$ cat src/rtl/gkd_pkg.sv
`timescale 1ns / 1ps
// ----------------------------------------------------------------------------
// gkd_pkg
// Shared types and constants of the grid key dedup counter.
// ----------------------------------------------------------------------------
package gkd_pkg;

  localparam int MAX_GRIDS    = 1024;
  localparam int HASH_BUCKETS = 4096;
  localparam int DIMS         = 4;
  localparam int COORD_W      = 16;
  localparam int ID_W         = 11;
  localparam int IDX_W        = $clog2(MAX_GRIDS);
  localparam int BKT_W        = $clog2(HASH_BUCKETS);
  localparam int CNT_W        = 20;
  localparam int DIMS_W       = 3;
  localparam int CMD_W        = 2;
  localparam int HASH_MULT    = 31;

  localparam logic [DIMS_W-1:0] DIMS_RESET = DIMS_W'(DIMS);
  localparam logic [CNT_W-1:0]  CNT_MAX    = {CNT_W{1'b1}};

  localparam logic [CMD_W-1:0] CMD_CLEAR = 2'd0;
  localparam logic [CMD_W-1:0] CMD_ADD   = 2'd1;
  localparam logic [CMD_W-1:0] CMD_READ  = 2'd2;
  localparam logic [CMD_W-1:0] CMD_UNDEF = 2'd3;

  typedef logic [DIMS-1:0][COORD_W-1:0] key_t;

  typedef enum logic [3:0] {
    ST_SWEEP,
    ST_IDLE,
    ST_HEAD,
    ST_HTAKE,
    ST_LOOK,
    ST_CMP,
    ST_GRID,
    ST_GTAKE,
    ST_FIN
  } state_e;

  typedef struct packed {
    logic sweep;
    logic in_ready;
    logic take_head;
    logic step_next;
    logic hit;
    logic insert;
    logic full;
    logic rd_grid;
    logic take_grid;
    logic finish;
  } ctl_t;

  typedef struct packed {
    logic             in_valid;
    logic [CMD_W-1:0] in_cmd;
    logic             sweep_last;
    logic             cur_zero;
    logic             key_match;
    logic             gu_full;
    logic             out_free;
  } sts_t;

endpackage

$ cat src/rtl/gkd_ctrl.sv
`timescale 1ns / 1ps
// ----------------------------------------------------------------------------
// gkd_ctrl
// Sequencer for sweep, lookup, insert, read-back and result hand-off.
// ----------------------------------------------------------------------------
module gkd_ctrl (
  input  logic          clk_i,
  input  logic          rst_ni,
  input  gkd_pkg::sts_t sts_i,
  output gkd_pkg::ctl_t ctl_o
);
  import gkd_pkg::*;

  state_e state_q, state_d;

  always_ff @(posedge clk_i or negedge rst_ni) begin
    if (!rst_ni) begin
      state_q <= ST_SWEEP;
    end else begin
      state_q <= state_d;
    end
  end

  always_comb begin
    state_d = state_q;
    ctl_o   = '0;
    unique case (state_q)
      ST_SWEEP: begin
        ctl_o.sweep = 1'b1;
        if (sts_i.sweep_last) state_d = ST_IDLE;
      end
      ST_IDLE: begin
        ctl_o.in_ready = 1'b1;
        if (sts_i.in_valid) begin
          priority if (sts_i.in_cmd == CMD_CLEAR) state_d = ST_FIN;
          else if (sts_i.in_cmd == CMD_ADD) state_d = ST_HEAD;
          else if (sts_i.in_cmd == CMD_READ) state_d = ST_GRID;
          else state_d = ST_FIN;
        end
      end
      ST_HEAD:  state_d = ST_HTAKE;
      ST_HTAKE: begin
        ctl_o.take_head = 1'b1;
        state_d = ST_LOOK;
      end
      ST_LOOK: begin
        if (sts_i.cur_zero) begin
          if (sts_i.gu_full) ctl_o.full = 1'b1;
          else ctl_o.insert = 1'b1;
          state_d = ST_FIN;
        end else begin
          state_d = ST_CMP;
        end
      end
      ST_CMP: begin
        if (sts_i.key_match) begin
          ctl_o.hit = 1'b1;
          state_d = ST_FIN;
        end else begin
          ctl_o.step_next = 1'b1;
          state_d = ST_LOOK;
        end
      end
      ST_GRID: begin
        ctl_o.rd_grid = 1'b1;
        state_d = ST_GTAKE;
      end
      ST_GTAKE: begin
        ctl_o.take_grid = 1'b1;
        state_d = ST_FIN;
      end
      ST_FIN: begin
        if (sts_i.out_free) begin
          ctl_o.finish = 1'b1;
          state_d = ST_IDLE;
        end
      end
      default: state_d = ST_IDLE;
    endcase
  end

endmodule

$ cat config.mk
export PLATFORM = sky130hd
export DESIGN_NAME = gkd_ctrl
export DESIGN_NICKNAME = d
export VERILOG_FILES = /design/src/rtl/gkd_pkg.sv /design/src/rtl/gkd_ctrl.sv
export SDC_FILE = /design/constraint.sdc
export NUM_CORES = 1
export LEC_CHECK = 0
export ABC_AREA = 0
export BUFFER_PORTS_ARGS = -buffer_cell sky130_fd_sc_hd__buf_2
export CAP_MARGIN = 20
export CORE_MARGIN = 2
export CORE_UTILIZATION = 28
export DETAILED_ROUTE_END_ITERATION = 12
export PLACE_DENSITY = 0.59
export RECOVER_POWER = 100
export SLEW_MARGIN = 5
export SYNTH_ARGS = -nofsm -noshare
export SYNTH_HDL_FRONTEND = slang
export SYNTH_SLANG_ARGS = --single-unit
$ cat constraint.sdc
create_clock -name clk_i -period 2.2 [get_ports clk_i]
set_input_delay 0.44 -clock clk_i [delete_from_list [all_inputs] [get_ports clk_i]]
set_output_delay 0.44 -clock clk_i [all_outputs]
set_load 0.005 [all_outputs]
== Yosys cells after proc, flatten, opt, wreduce, memory -nomap -nowiden ==
Cells that the tools add are included.

* Register bits: 4
* Output and inout bits: 10
* Input port bits: 10

* Reduce and logical (&&, ||, !) cells: 3
* Equal/unequal tests: 13
* Muxes and demuxes: 23

{| class="wikitable"
|+ Operator list
! kind !! number
|-
| $pmux 4 s9 || 1
|-
| $mux 4 || 8
|-
| $eq 4x3->1 const B || 4
|-
| $mux 1 || 11
|-
| $eq 4x2->1 const B || 2
|-
| $mux 2 || 3
|-
| $ne 2x2->1 const B || 3
|-
| $eq 4x1->1 const B || 1
|-
| $eq 4x4->1 const B || 1
|-
| $logic_not 4->1 || 1
|-
| $reduce_and 3->1 || 1
|-
| $eq 2x1->1 const B || 1
|-
| $eq 2x2->1 const B || 1
|-
| $logic_not 2->1 || 1
|}

== Logic depth before layout (Yosys ltp) ==
* Depth in word-level cells: 6
* Gate-level depth with buffers: 5
* Depth with buffers taken out: 5

== Worst setup path before layout ==
OpenSTA, ideal clock, no wires.

* Path type: input to register
* From: in sts_i[5] in the netlist's numbering
* To: reg state_q[1]
* Slack: 779 ps
* Setup time: 73 ps
* Required time: 2127 ps
* Stages: 4
* Data arrival time: 1348 ps
* Path buffers: 0
* Cell sequence: inv_1 > ha_1 > or4_4 > a21oi_2

* Word-level cells in the longest chain between the ends: 6
* Elaborated cells between the ends (all ways): 8
* Classes of those cells: eq/ne: 2; mux: 5; reduce/logical: 1

{| class="wikitable"
|+ RTL lines
! element !! line !! source
|-
| start, declared || gkd_ctrl.sv:9 || <nowiki>input gkd_pkg::sts_t sts_i,</nowiki>
|-
| $eq 2x2->1 || gkd_ctrl.sv:37 || <nowiki>else if (sts_i.in_cmd == CMD_READ) state_d = ST_GRID;</nowiki>
|-
| $mux 4 || gkd_ctrl.sv:37 ||
|-
| $mux 4 || gkd_ctrl.sv:36 || <nowiki>else if (sts_i.in_cmd == CMD_ADD) state_d = ST_HEAD;</nowiki>
|-
| $mux 4 * || gkd_ctrl.sv:35 || <nowiki>priority if (sts_i.in_cmd == CMD_CLEAR) state_d = ST_FIN;</nowiki>
|-
| $mux 4 * || gkd_ctrl.sv:34 || <nowiki>if (sts_i.in_valid) begin</nowiki>
|-
| $pmux 4 s9 * || gkd_ctrl.sv:27 || <nowiki>unique case (state_q)</nowiki>
|-
| end signal, assigned || gkd_ctrl.sv:20 || <nowiki>state_q <= state_d;</nowiki>
|-
| end, declared || gkd_ctrl.sv:14 || <nowiki>state_e state_q, state_d;</nowiki>
|}

Every way passes the cells marked *; elsewhere a longest branch is shown, timed or not. The select of a mux whose other input is x is not followed.
A chain may end at the register's enable or synchronous reset.

==> impl_metrics.env <==
export IMPL_status="complete, no violations"
export IMPL_drtPass1Iterations=4
export IMPL_p_seq_share_pct=36.1
export IMPL_crit_arrival_ns=1.39
export IMPL_pwr_share_comb_pct=46.3
export IMPL_antenna_left=0
export IMPL_synthTopCellsByArea="dfrtp_1 25%, nand2b_1 7.8%, nor3_1 6.3%"
export IMPL_tritoncts="built"
export IMPL_rsz0062_at_grt="no"
export IMPL_switching_share_pct=44.3
export IMPL_largest_reg_flops=4
export IMPL_worstPathMaxFanout=13
export IMPL_slew_viol_final=0
export IMPL_die_area_um2=1740
export IMPL_leakage_uw=0.000230
export IMPL_synth_distinct_cells=27
export IMPL_ys_seq_elements=4
export IMPL_syn_to_final_growth_pct=24.8
export IMPL_diodes=0
export IMPL_ys_seq_area_share_pct=25.1
export IMPL_globalRouteTotalUtil_pct=11.6
export IMPL_clk_pin_slew_ns=0.04
export IMPL_p_int_uw=289
export IMPL_yosysWarningCount=0
export IMPL_fmax_ghz=0.546
export IMPL_required_ns=1.76
export IMPL_p_per_area_nw_per_um2=1040
export IMPL_syn_avg_cell_area_um2=7.98
export IMPL_initial_core_util_pct=30.3
export IMPL_synth_largest_area_cell="dfrtp_1"
export IMPL_drt_vias_per_instance=4.86
export IMPL_ir_worst_vdd_uv=676
export IMPL_cp_end_kind="output port"
export IMPL_cts_setup_buffers=0
export IMPL_insertion_delay_ns=0.23
export IMPL_hold_violations=0
export IMPL_place_gp_congestion=0.729
export IMPL_first_iter_violations=11
export IMPL_grt_overflow_total=0
export IMPL_setup_violations=0
export IMPL_die_y_um=41.8
export IMPL_htreeDepth=1
export IMPL_fin_nets=82
export IMPL_drt_wirelength_per_cell_um=11.3
export IMPL_switching_power_uw=231
export IMPL_syn_area_um2=399
export IMPL_crit_type="flip-flop to output port"
export IMPL_hold_class="input port to flip-flop"
export IMPL_relSlewSlack_pct=72.9
export IMPL_die_w_um=41.8
export IMPL_core_area_um2=1320
export IMPL_cts_buffer_depth=2
export IMPL_period_share_pct=83.3
export IMPL_tightest_slew_ns=0.403
export IMPL_syn_nets=61
export IMPL_synth_top_area_share_pct=25.1
export IMPL_dpl_cell_count=80
export IMPL_grt_max_degree=14
export IMPL_power_frac_clock_pct=17.6
export IMPL_netlist_instances=50
export IMPL_drt_total_wl_um=947
export IMPL_row_count=13
export IMPL_fin_cells=84
export IMPL_drc=0
export IMPL_start_kind="flip-flop"
export IMPL_io_buffers=19
export IMPL_cts_inserted_buffers=3
export IMPL_grt_pass1_wl_um=1550
export IMPL_largest_register="state_q"
export IMPL_clockRootBuffer="clkbuf_4"
export IMPL_antenna_found_initial=0
export IMPL_min_period_ns=1.83
export IMPL_max_cap_violations=0
export IMPL_largest_registers="state_q x4"
export IMPL_setup_tns_final_ns=0
export IMPL_grt_pass1_vias=361
export IMPL_io_pins=20
export IMPL_vias=408
export IMPL_hpwlAfterDp_um=712
export IMPL_finClkSkew_ns=0.000393
export IMPL_clock_sinks=4
export IMPL_drive_above_1_share_pct=23.2
-- cell type report --
class	count	area, um2
Sequential cell	4	100
Multi-Input combinational cell	38	245
Fill cell	143	820
Timing Repair Buffer	20	96.3
Tap cell	15	18.8
Clock buffer	3	22.5
Inverter	4	15.0
-- routing by layer --
layer  up-vias  global-route usage (%)  part of all wire, %
li1        218                       -                    -
met1       176                    14.7                   46
met2        14                    18.4                   48
met3         0                    3.91                  6.5
met4         0                    3.87                    0
met5         -                       0                    0
-- kinds of logic after synthesis --
family / share of synthesized area (%)
compound gates: 13.5
mux: 2.51
buf+inv: 12.5
simple gates: 41.1
fa+ha+maj: 3.13
flops: 25.1
xor+xnor: 2.19
-- power groups by stage --
stage	registers, uW	clock network (uW)	logic (uW)
3_5_place_dp	189	0	249
5_1_grt	202	103	268
4_1_cts	187	97.0	252
6_report	188	91.5	241
2_1_floorplan	119	0	273
3_3_place_gp	189	0	250
-- cell usage in the layout, fill, tap and decap left out, types with 2 or more instances in the layout --
| master | Yosys | final |
|---|---|---|
| inv_1 | 4 | 4 |
| buf_2 | 1 | 8 |
| dfrtp_1 | 4 | 4 |
| clkbuf_1 | 0 | 7 |
| a21oi_1 | 2 | 2 |
| nor3_1 | 5 | 5 |
| nor2_1 | 6 | 6 |
| nand2b_1 | 5 | 5 |
| clkbuf_2 | 0 | 4 |
| nand2_1 | 2 | 2 |
| clkbuf_4 | 0 | 3 |
| nor4b_1 | 2 | 2 |
-- Yosys cell counts (all sizes together) --
library cell,count
ha,1
a21oi,3
buf,4
or4,1
nor2b,1
nor2,6
o221a,1
nand2b,5
mux2i,1
dfrtp,4
nor4b,2
nor4,1
nor4bb,1
nand2,2
nand3,1
nor3b,1
nor3,5
xnor2,1
o221ai,1
a211o,1
o22ai,1
inv,4
nand3b,1
or3,1
-- critical path, stage by stage (launching register included) --
cell and delay, ns:
dfrtp_1 0.56, nor2b_1 0.26, nand3_1 0.12, nor2_1 0.10
clkbuf_1 0.12
-- per-stage QoR --
step	setup slack [ns]	util, %	hold slack, ns	area, um2	power [uW]
5_1_grt	0.192	37.8	0.517	498	573
3_3_place_gp	0.630	36.3	0.246	478	439
3_5_place_dp	0.613	36.3	0.248	478	438
2_1_floorplan	0.779	-	0.144	399	391
4_1_cts	0.367	38.7	0.502	510	536
6_report	0.368	37.8	0.505	498	520
-- repair_timing --
action / in CTS / in global routing
hold buffers: 1 / 0
resized for setup: 0 / 0
setup endpoints to repair: 0 / 0
endpoints found under the hold margin: 4 / 0
-- worst paths after layout --
check                      startpoint          to  slack [ns]  depth (start not counted)
setup / recovery           state_q[2]    ctl_o[3]        0.37                          4
hold / removal               sts_i[0]  state_q[3]        0.50                          2
setup reg to reg           state_q[2]  state_q[3]        0.84                          3
hold reg to reg            state_q[3]  state_q[1]        0.62                          1
max in group asynchronous      rst_ni  state_q[0]        1.46                          2
min in group asynchronous      rst_ni  state_q[3]        0.56                          2
(Power assumes the default switching activity.)
